## config.mk

```make
export PLATFORM = sky130hd
export DESIGN_NAME = wes_stencil
export DESIGN_NICKNAME = d
export VERILOG_FILES = /design/src/sv/wes_pkg.sv /design/src/sv/wes_stencil.sv
export SDC_FILE = /design/constraint.sdc
export NUM_CORES = 2
export LEC_CHECK = 0
export ABC_AREA = 1
export BUFFER_PORTS_ARGS = -buffer_cell sky130_fd_sc_hd__buf_2
export CAP_MARGIN = 5
export CORE_ASPECT_RATIO = 1.4
export CORE_MARGIN = 2
export CORE_UTILIZATION = 25
export CTS_CLUSTER_SIZE = 30
export DETAILED_ROUTE_END_ITERATION = 16
export PLACE_DENSITY = 0.37
export SLEW_MARGIN = 20
export SYNTH_ARGS = -nofsm -noshare
export SYNTH_HDL_FRONTEND = slang
export SYNTH_SLANG_ARGS = --single-unit
```

## constraint.sdc

```tcl
create_clock -name clk -period 6.34 [get_ports clk]
set_input_delay 1.902 -clock clk [delete_from_list [all_inputs] [get_ports clk]]
set_output_delay 1.902 -clock clk [all_outputs]
set_load 0.05 [all_outputs]
```

## src/sv/wes_pkg.sv

```systemverilog
package wes_pkg;

	localparam int NX_MAX_DEF = 1024;
	localparam int DATA_W     = 32;
	localparam int COEF_W     = 16;
	localparam int WIDTH_W    = 11;
	localparam int ROW_W      = 16;
	localparam int COL_W      = 10;
	localparam int CFG_IDX_W  = 3;

	localparam logic [CFG_IDX_W-1:0] REG_COEF_X      = 3'd0;
	localparam logic [CFG_IDX_W-1:0] REG_COEF_Y      = 3'd1;
	localparam logic [CFG_IDX_W-1:0] REG_ROW_WIDTH   = 3'd2;
	localparam logic [CFG_IDX_W-1:0] REG_ROW_COUNT   = 3'd3;
	localparam logic [CFG_IDX_W-1:0] REG_TOP_WALL    = 3'd4;
	localparam logic [CFG_IDX_W-1:0] REG_BOTTOM_WALL = 3'd5;

	localparam logic OP_POINT = 1'b0;
	localparam logic OP_FLUSH = 1'b1;

	// Values seen by the item at the head of the line buffers.
	typedef struct packed {
		logic signed [DATA_W-1:0] cur;
		logic signed [DATA_W-1:0] nxt;
		logic signed [DATA_W-1:0] held;
		logic signed [DATA_W-1:0] upper;
		logic signed [DATA_W-1:0] prev;
	} wes_window_t;

	typedef struct packed {
		logic [ROW_W-1:0] row;
		logic [COL_W-1:0] col;
		logic             last;
	} wes_tag_t;

endpackage

```

## src/sv/wes_stencil.sv

```systemverilog
module wes_stencil import wes_pkg::*; (
	input  logic                     clk,
	input  logic                     arst_n,
	input  logic                     en,
	input  logic                     v_in,
	input  wes_tag_t                 tag_in,
	input  logic signed [DATA_W-1:0] u,
	input  logic signed [DATA_W-1:0] pv,
	input  logic signed [DATA_W-1:0] l,
	input  logic signed [DATA_W-1:0] r,
	input  logic signed [DATA_W-1:0] a,
	input  logic signed [DATA_W-1:0] b,
	input  logic [COEF_W-1:0]        coef_x,
	input  logic [COEF_W-1:0]        coef_y,
	output logic                     v_out,
	output wes_tag_t                 tag_out,
	output logic signed [DATA_W-1:0] value
);

	localparam int SW = DATA_W + 3;
	localparam int PW = SW + COEF_W + 1;
	localparam int TW = DATA_W + 6;

	logic                     v_s1, v_s2, v_q;
	wes_tag_t                 tag_s1, tag_s2, tag_q;
	logic signed [SW-1:0]     u2_s1, sx_s1, sy_s1, u2_s2;
	logic signed [DATA_W-1:0] pv_s1, pv_s2, val_q;
	logic signed [PW-1:0]     px_s2, py_s2;
	logic signed [SW-1:0]     u2_w;
	logic signed [TW-1:0]     total;

	assign u2_w = SW'(u) <<< 1;

	always_ff @(posedge clk or negedge arst_n) begin
		if (!arst_n) begin
			v_s1 <= 1'b0;
			v_s2 <= 1'b0;
			v_q  <= 1'b0;
		end else if (en) begin
			v_s1 <= v_in;
			v_s2 <= v_s1;
			v_q  <= v_s2;
		end
	end

	// An arithmetic right shift of the product floors it.
	assign total = TW'(u2_s2) + TW'(px_s2 >>> 16) + TW'(py_s2 >>> 16) - TW'(pv_s2);

	always_ff @(posedge clk) begin
		if (en) begin
			tag_s1 <= tag_in;
			u2_s1  <= u2_w;
			sx_s1  <= SW'(l) + SW'(r) - u2_w;
			sy_s1  <= SW'(a) + SW'(b) - u2_w;
			pv_s1  <= pv;
			tag_s2 <= tag_s1;
			u2_s2  <= u2_s1;
			pv_s2  <= pv_s1;
			px_s2  <= PW'(sx_s1) * PW'($signed({1'b0, coef_x}));
			py_s2  <= PW'(sy_s1) * PW'($signed({1'b0, coef_y}));
			tag_q  <= tag_s2;
			if (total > TW'(32'sh7fffffff))
				val_q <= 32'sh7fffffff;
			else if (total < -TW'(64'sh80000000))
				val_q <= 32'sh80000000;
			else
				val_q <= DATA_W'(total);
		end
	end

	assign v_out   = v_q;
	assign tag_out = tag_q;
	assign value   = val_q;

endmodule

```

Word level (Yosys, flattened, before mapping)
Index checks and enable logic that the tools add are counted.

Register bits: 416.

Add/subtract/negate cells: 7. $mul: 2. Magnitude comparators: 2. Multiplexer cells: 1.

Operators with widths (count): 34-bit by 17-bit multiplier with 51-bit output (2); 33-bit by 33-bit subtractor with 34-bit output (2); 32-bit by 32-bit adder with 33-bit output (2); 37-bit by 36-bit adder with 38-bit output (1); 38-bit by 32-bit greater-than comparator with 1-bit output (second input constant) (1); 38-bit by 32-bit < comparator with 1-bit output (second input constant) (1); 38-bit by 32-bit subtractor with 38-bit output (1); 33-bit by 36-bit adder with 37-bit output (1); 32-bit two-way mux (1).

Longest topological paths before layout
Depth after elaboration: 5. Gate-level depth with buffers: 29.

Least setup slack after synthesis
OpenSTA, ideal clock, no wires.

Path type: input port to flip-flop. From: input coef_y[2]. To: register py_s2[50], data pin. Arrival: 7.208 ns. Setup slack: -1.120 ns. Cell stages on the path: 22. Cells stage by stage: clkbuf_1 -> clkbuf_1 -> nand2_1 -> inv_1 -> fa_1 -> fa_1 -> fa_1 -> fa_1 -> fa_1 -> inv_1 -> fa_1 -> inv_1 -> ha_1 -> a21oi_1 -> o21a_1 -> inv_1 -> a21oi_1 -> nor2_1 -> a211oi_1 -> nand2_1 -> nand2_1 -> nand2_1.

Cells in the longest elaborated chain, start to end: 1.

RTL lines: start, declared (RTL line wes_stencil.sv:14) `input logic [COEF_W-1:0] coef_y,`; 34-bit by 17-bit multiplier with 51-bit output (RTL line wes_stencil.sv:60) `py_s2 <= PW'(sy_s1) * PW'($signed({1'b0, coef_y}));`; end signal, assigned (RTL line wes_stencil.sv:60); end, declared (RTL line wes_stencil.sv:28) `logic signed [PW-1:0] px_s2, py_s2;`.

Every way passes these cells. A chain may end at the register's enable or synchronous reset.

Worst setup path in the final report
From: input coef_x[8]. To: register px_s2[45], data pin.

Cells in the longest elaborated chain, start to end: 1.

RTL lines: start, declared (RTL line wes_stencil.sv:13) `input logic [COEF_W-1:0] coef_x,`; 34-bit by 17-bit multiplier with 51-bit output (RTL line wes_stencil.sv:59) `px_s2 <= PW'(sx_s1) * PW'($signed({1'b0, coef_x}));`; end signal, assigned (RTL line wes_stencil.sv:59); end, declared (RTL line wes_stencil.sv:28).

Every way passes these cells.

==> out/metrics.yaml <==
detailed_routing:
  top_layer_used: "met5"
  drc_errors: 0
  dr_total_vias: 48060
  post_drt_wl_per_cell_um: 20.48
  wirelength_um: 234300
  dr_wl_met3_um: 6309
  ant_nets: 0
  via_per_inst: 4.201
  dr_wl_met2_um: 132600
  dr.pass1.iters: 5
  routedLengthMet1_um: 85100
  drt_iter0_markers: 2088
clock_tree:
  clkSinkCount: 382
  clkSlewWorstSetupHoldPaths_ns: 0.08
  cts_tree: "built"
  cts_made_buffers: 50
  clock_path_buffers: 3
  clk_latency_ns: 0.72
  clockRootBuffer: "clkbuf_16"
  h-tree-depth: 2
logic_synthesis:
  yosysTopAreaCell: "fa_1"
  yosys_warnings: 0
  postSynthCellCount: 7279
  synth_seq_area_share_pct: 18.64
  synthMuxAreaShare_pct: 0.01832
  ys_types: 45
  synth_top_area_share_pct: 37.92
  avgSynthCellArea_um2: 8.442
  synth_xor_area_share_pct: 2.480
  synth-adder-area-share_pct: 44.88
  synth_seq_cells: 382
  synthesis.area_um2: 61450
  synthSimpleGateAreaFrac_pct: 13.81
  synthTopCellsByArea: "fa_1, edfxtp_1, inv_1"
  synth-compound-area-share_pct: 4.286
  synth_top_family_by_area: "adder cells"
  syn_nets: 9040
placement:
  dp_hpwl_um: 194000
  gp_congestion: 0.8598
  postPlaceCellArea_um2: 72670
  port_buffers: 314
critical_path:
  cp-startpoint: "coef_x[8]"
  r2r-start: "sx_s1[24]$_DFFE_PP_"
  cp_data_arrival_time_ns: 7.19
  worst_setup_path_start_kind: "primary input"
  path_class: "primary input to flop"
  endpoint_kind: "flop"
  critical_path_required_ns: 6.80
  cp_max_fo: 5
worst_hold_path:
  min_path_type: "flop to flop"
  hp-start: "tag_s1[15]$_DFFE_PP_"
global_routing:
  overflow: 0
  grtUsageTotal_pct: 18.67
  grt_antenna_before_repair: 23
  grt_max_degree: 107
  grt_pass1_wl_um: 343800
  grt_pass1_vias: 53470
finish:
  regArea_um2: 11460
  multi_input_area_um2: 44760
  drive_gt1_share_pct: 25.43
  n_fill_cell: 25840
  stdcell_area_um2: 80580
  final_util_pct: 32.92
  layout.nets: 9903
  area_growth_pct: 31.12
timing:
  final_max_slew_viol_count: 0
  fmax_ghz: 0.1487
  hold_violations: 0
  rsz0062_at_grt: "yes"
  finalCriticalPeriod_ns: 6.725
  finalClockSkew_ns: 0.08411
  relSlewSlack_pct: 39.91
  setup_ws_ns: -0.3850
  fin_crit_sh_pct: 106.1
  worstMarginPinSlew_ns: 0.9014
  setup_viol: 66
job:
  cap_violations: 0
floorplan:
  ioPinCount: 315
  fp-row-count: 215
  die-area_um2: 249800
  die_y_um: 590.6
  core_area_um2: 244800
  chipWidth_um: 423.0
  initial_utilization_pct: 25.10
outcome:
  failed_checks: "negative setup slack"
  status: "finished, violations left"
==> per-layer routing <==
metal | vias up | track usage (%)
met2 | 726 | 37.42
met5 | - | 0
met3 | 302 | 1.484
li1 | 22520 | -
met4 | 12 | 6.338
met1 | 24500 | 20.21
==> final timing paths <==
path                       slack (ns)  depth (start not counted)              endpoint
max                             -0.39                         24   px_s2[45]$_DFFE_PP_
min                              0.41                          0  tag_s2[15]$_DFFE_PP_
min in group asynchronous        0.98                          1     v_out$_DFFE_PN0P_
max in group asynchronous        5.26                          1      v_s1$_DFFE_PN0P_
min reg2reg                      0.41                          0  tag_s2[15]$_DFFE_PP_
max reg2reg                      0.31                         21   px_s2[45]$_DFFE_PP_
==> cell families (layout without fill, tap and decap cells) <==
| family | count (synthesis) | after routing |
|---|---|---|
| other | 0 | 2 |
| muxes | 1 | 1 |
| xor gates and xnor gates | 174 | 174 |
| AOI/OAI and AO/OA | 460 | 460 |
| buffers and inverters | 2588 | 3492 |
| and+or+nand+nor | 2168 | 2168 |
| adders and majority gates | 1506 | 1506 |
| DFF | 382 | 382 |
==> layout by cell type, fill, tap and decap left out, types with 61 or more instances in the layout <==
master	instances
buf_2	289
buf_12	102
a21oi_2	67
buf_4	517
inv_1	2159
nand2_1	1537
nor2_1	145
buf_6	124
fa_2	95
edfxtp_1	379
ha_1	264
nand2_2	145
xor2_1	101
a21oi_1	113
nand3_1	63
inv_2	158
fa_1	1069
ha_4	76
nand2_4	78
nor2_2	61
==> synthesized netlist by cell type (all sizes together) <==
library cell     n
edfxtp         379
or2              1
o211ai           3
buf              6
a221oi           3
xor2           124
a21oi          215
fa            1164
clkbuf         260
a21o            38
o31ai            2
and2             4
o21a            10
dfrtp            3
mux2             1
a31oi           39
a211oi           4
nor3b            1
nor2           246
inv           2322
o21bai          27
nand3           82
nor3            36
o311ai           1
a31o             2
nand4           14
xnor2           50
o21ai          102
and3             8
nor4            10
nand2         1762
nand3b           4
ha             342
a21boi          11
o221ai           3
==> repair_timing <==
action / in CTS / in global routing
pin swaps: 332 / 362
gates resized for setup: 658 / 495
hold buffers: 0 / 0
gates cloned: 18 / 5
setup buffers: 110 / 92
endpoints found under the setup margin: 70 / 70
==> layout make-up <==
| cell class | instances | area share, % |
|---|---|---|
| flip-flops and latches | 382 | 14.22 |
| well taps | 3255 | 5.054 |
| clock buffers | 59 | 1.595 |
| clock inverters | 34 | 0.5699 |
| repair buffers | 1077 | 12.17 |
| multi-input cells | 4309 | 55.55 |
| diodes | 2 | 0.006211 |
| inverters | 2322 | 10.84 |
==> metrics by stage <==
stage / worst slack [ns] / hold slack (ns) / cells / TNS (ns)
after floorplan: -0.5282 / 0.4003 / 7279 / -23.60
final: -0.3850 / 0.4097 / 11440 / -13.96
after detailed placement: -1.490 / 0.4045 / 11150 / -83.85
after global placement: -1.531 / 0.4002 / 11150 / -84.21
after global routing: -0.5389 / 0.4221 / 11440 / -22.43
after CTS: -0.4222 / 0.4096 / 11360 / -13.61
==> sequential cells by signal (all words and copies together) (netlist names) <==
| signal | count |
|---|---|
| u2_s1 | 32 |
| px_s2 | 35 |
| pv_s2 | 32 |
| tag_s2 | 27 |
| sx_s1 | 34 |
| u2_s2 | 32 |
| tag_s1 | 27 |
| v_out | 1 |
| v_s1 | 1 |
| value | 32 |
| sy_s1 | 34 |
| py_s2 | 35 |
| v_s2 | 1 |
| pv_s1 | 32 |
| tag_out | 27 |
==> critical path, cell delays in order <==
cell and delay [ns]:
buf_16 0.13, buf_16 0.17, buf_8 0.14, buf_6 0.11
nand2_2 0.04, fa_1 0.49, inv_1 0.05, fa_2 0.47
fa_2 0.59, fa_2 0.47, fa_1 0.58, inv_1 0.06
fa_1 0.50, inv_2 0.05, ha_4 0.31, nand2_2 0.09
nor2_2 0.10, inv_2 0.07, nor3_4 0.30, nand3_4 0.15
nand3_4 0.13, nand3_1 0.09, nand2_2 0.09, xor2_1 0.06
Power is left out: the tool's default activity adds up to more than one toggle a clock period on the data nets, which glitch-free logic cannot reach.
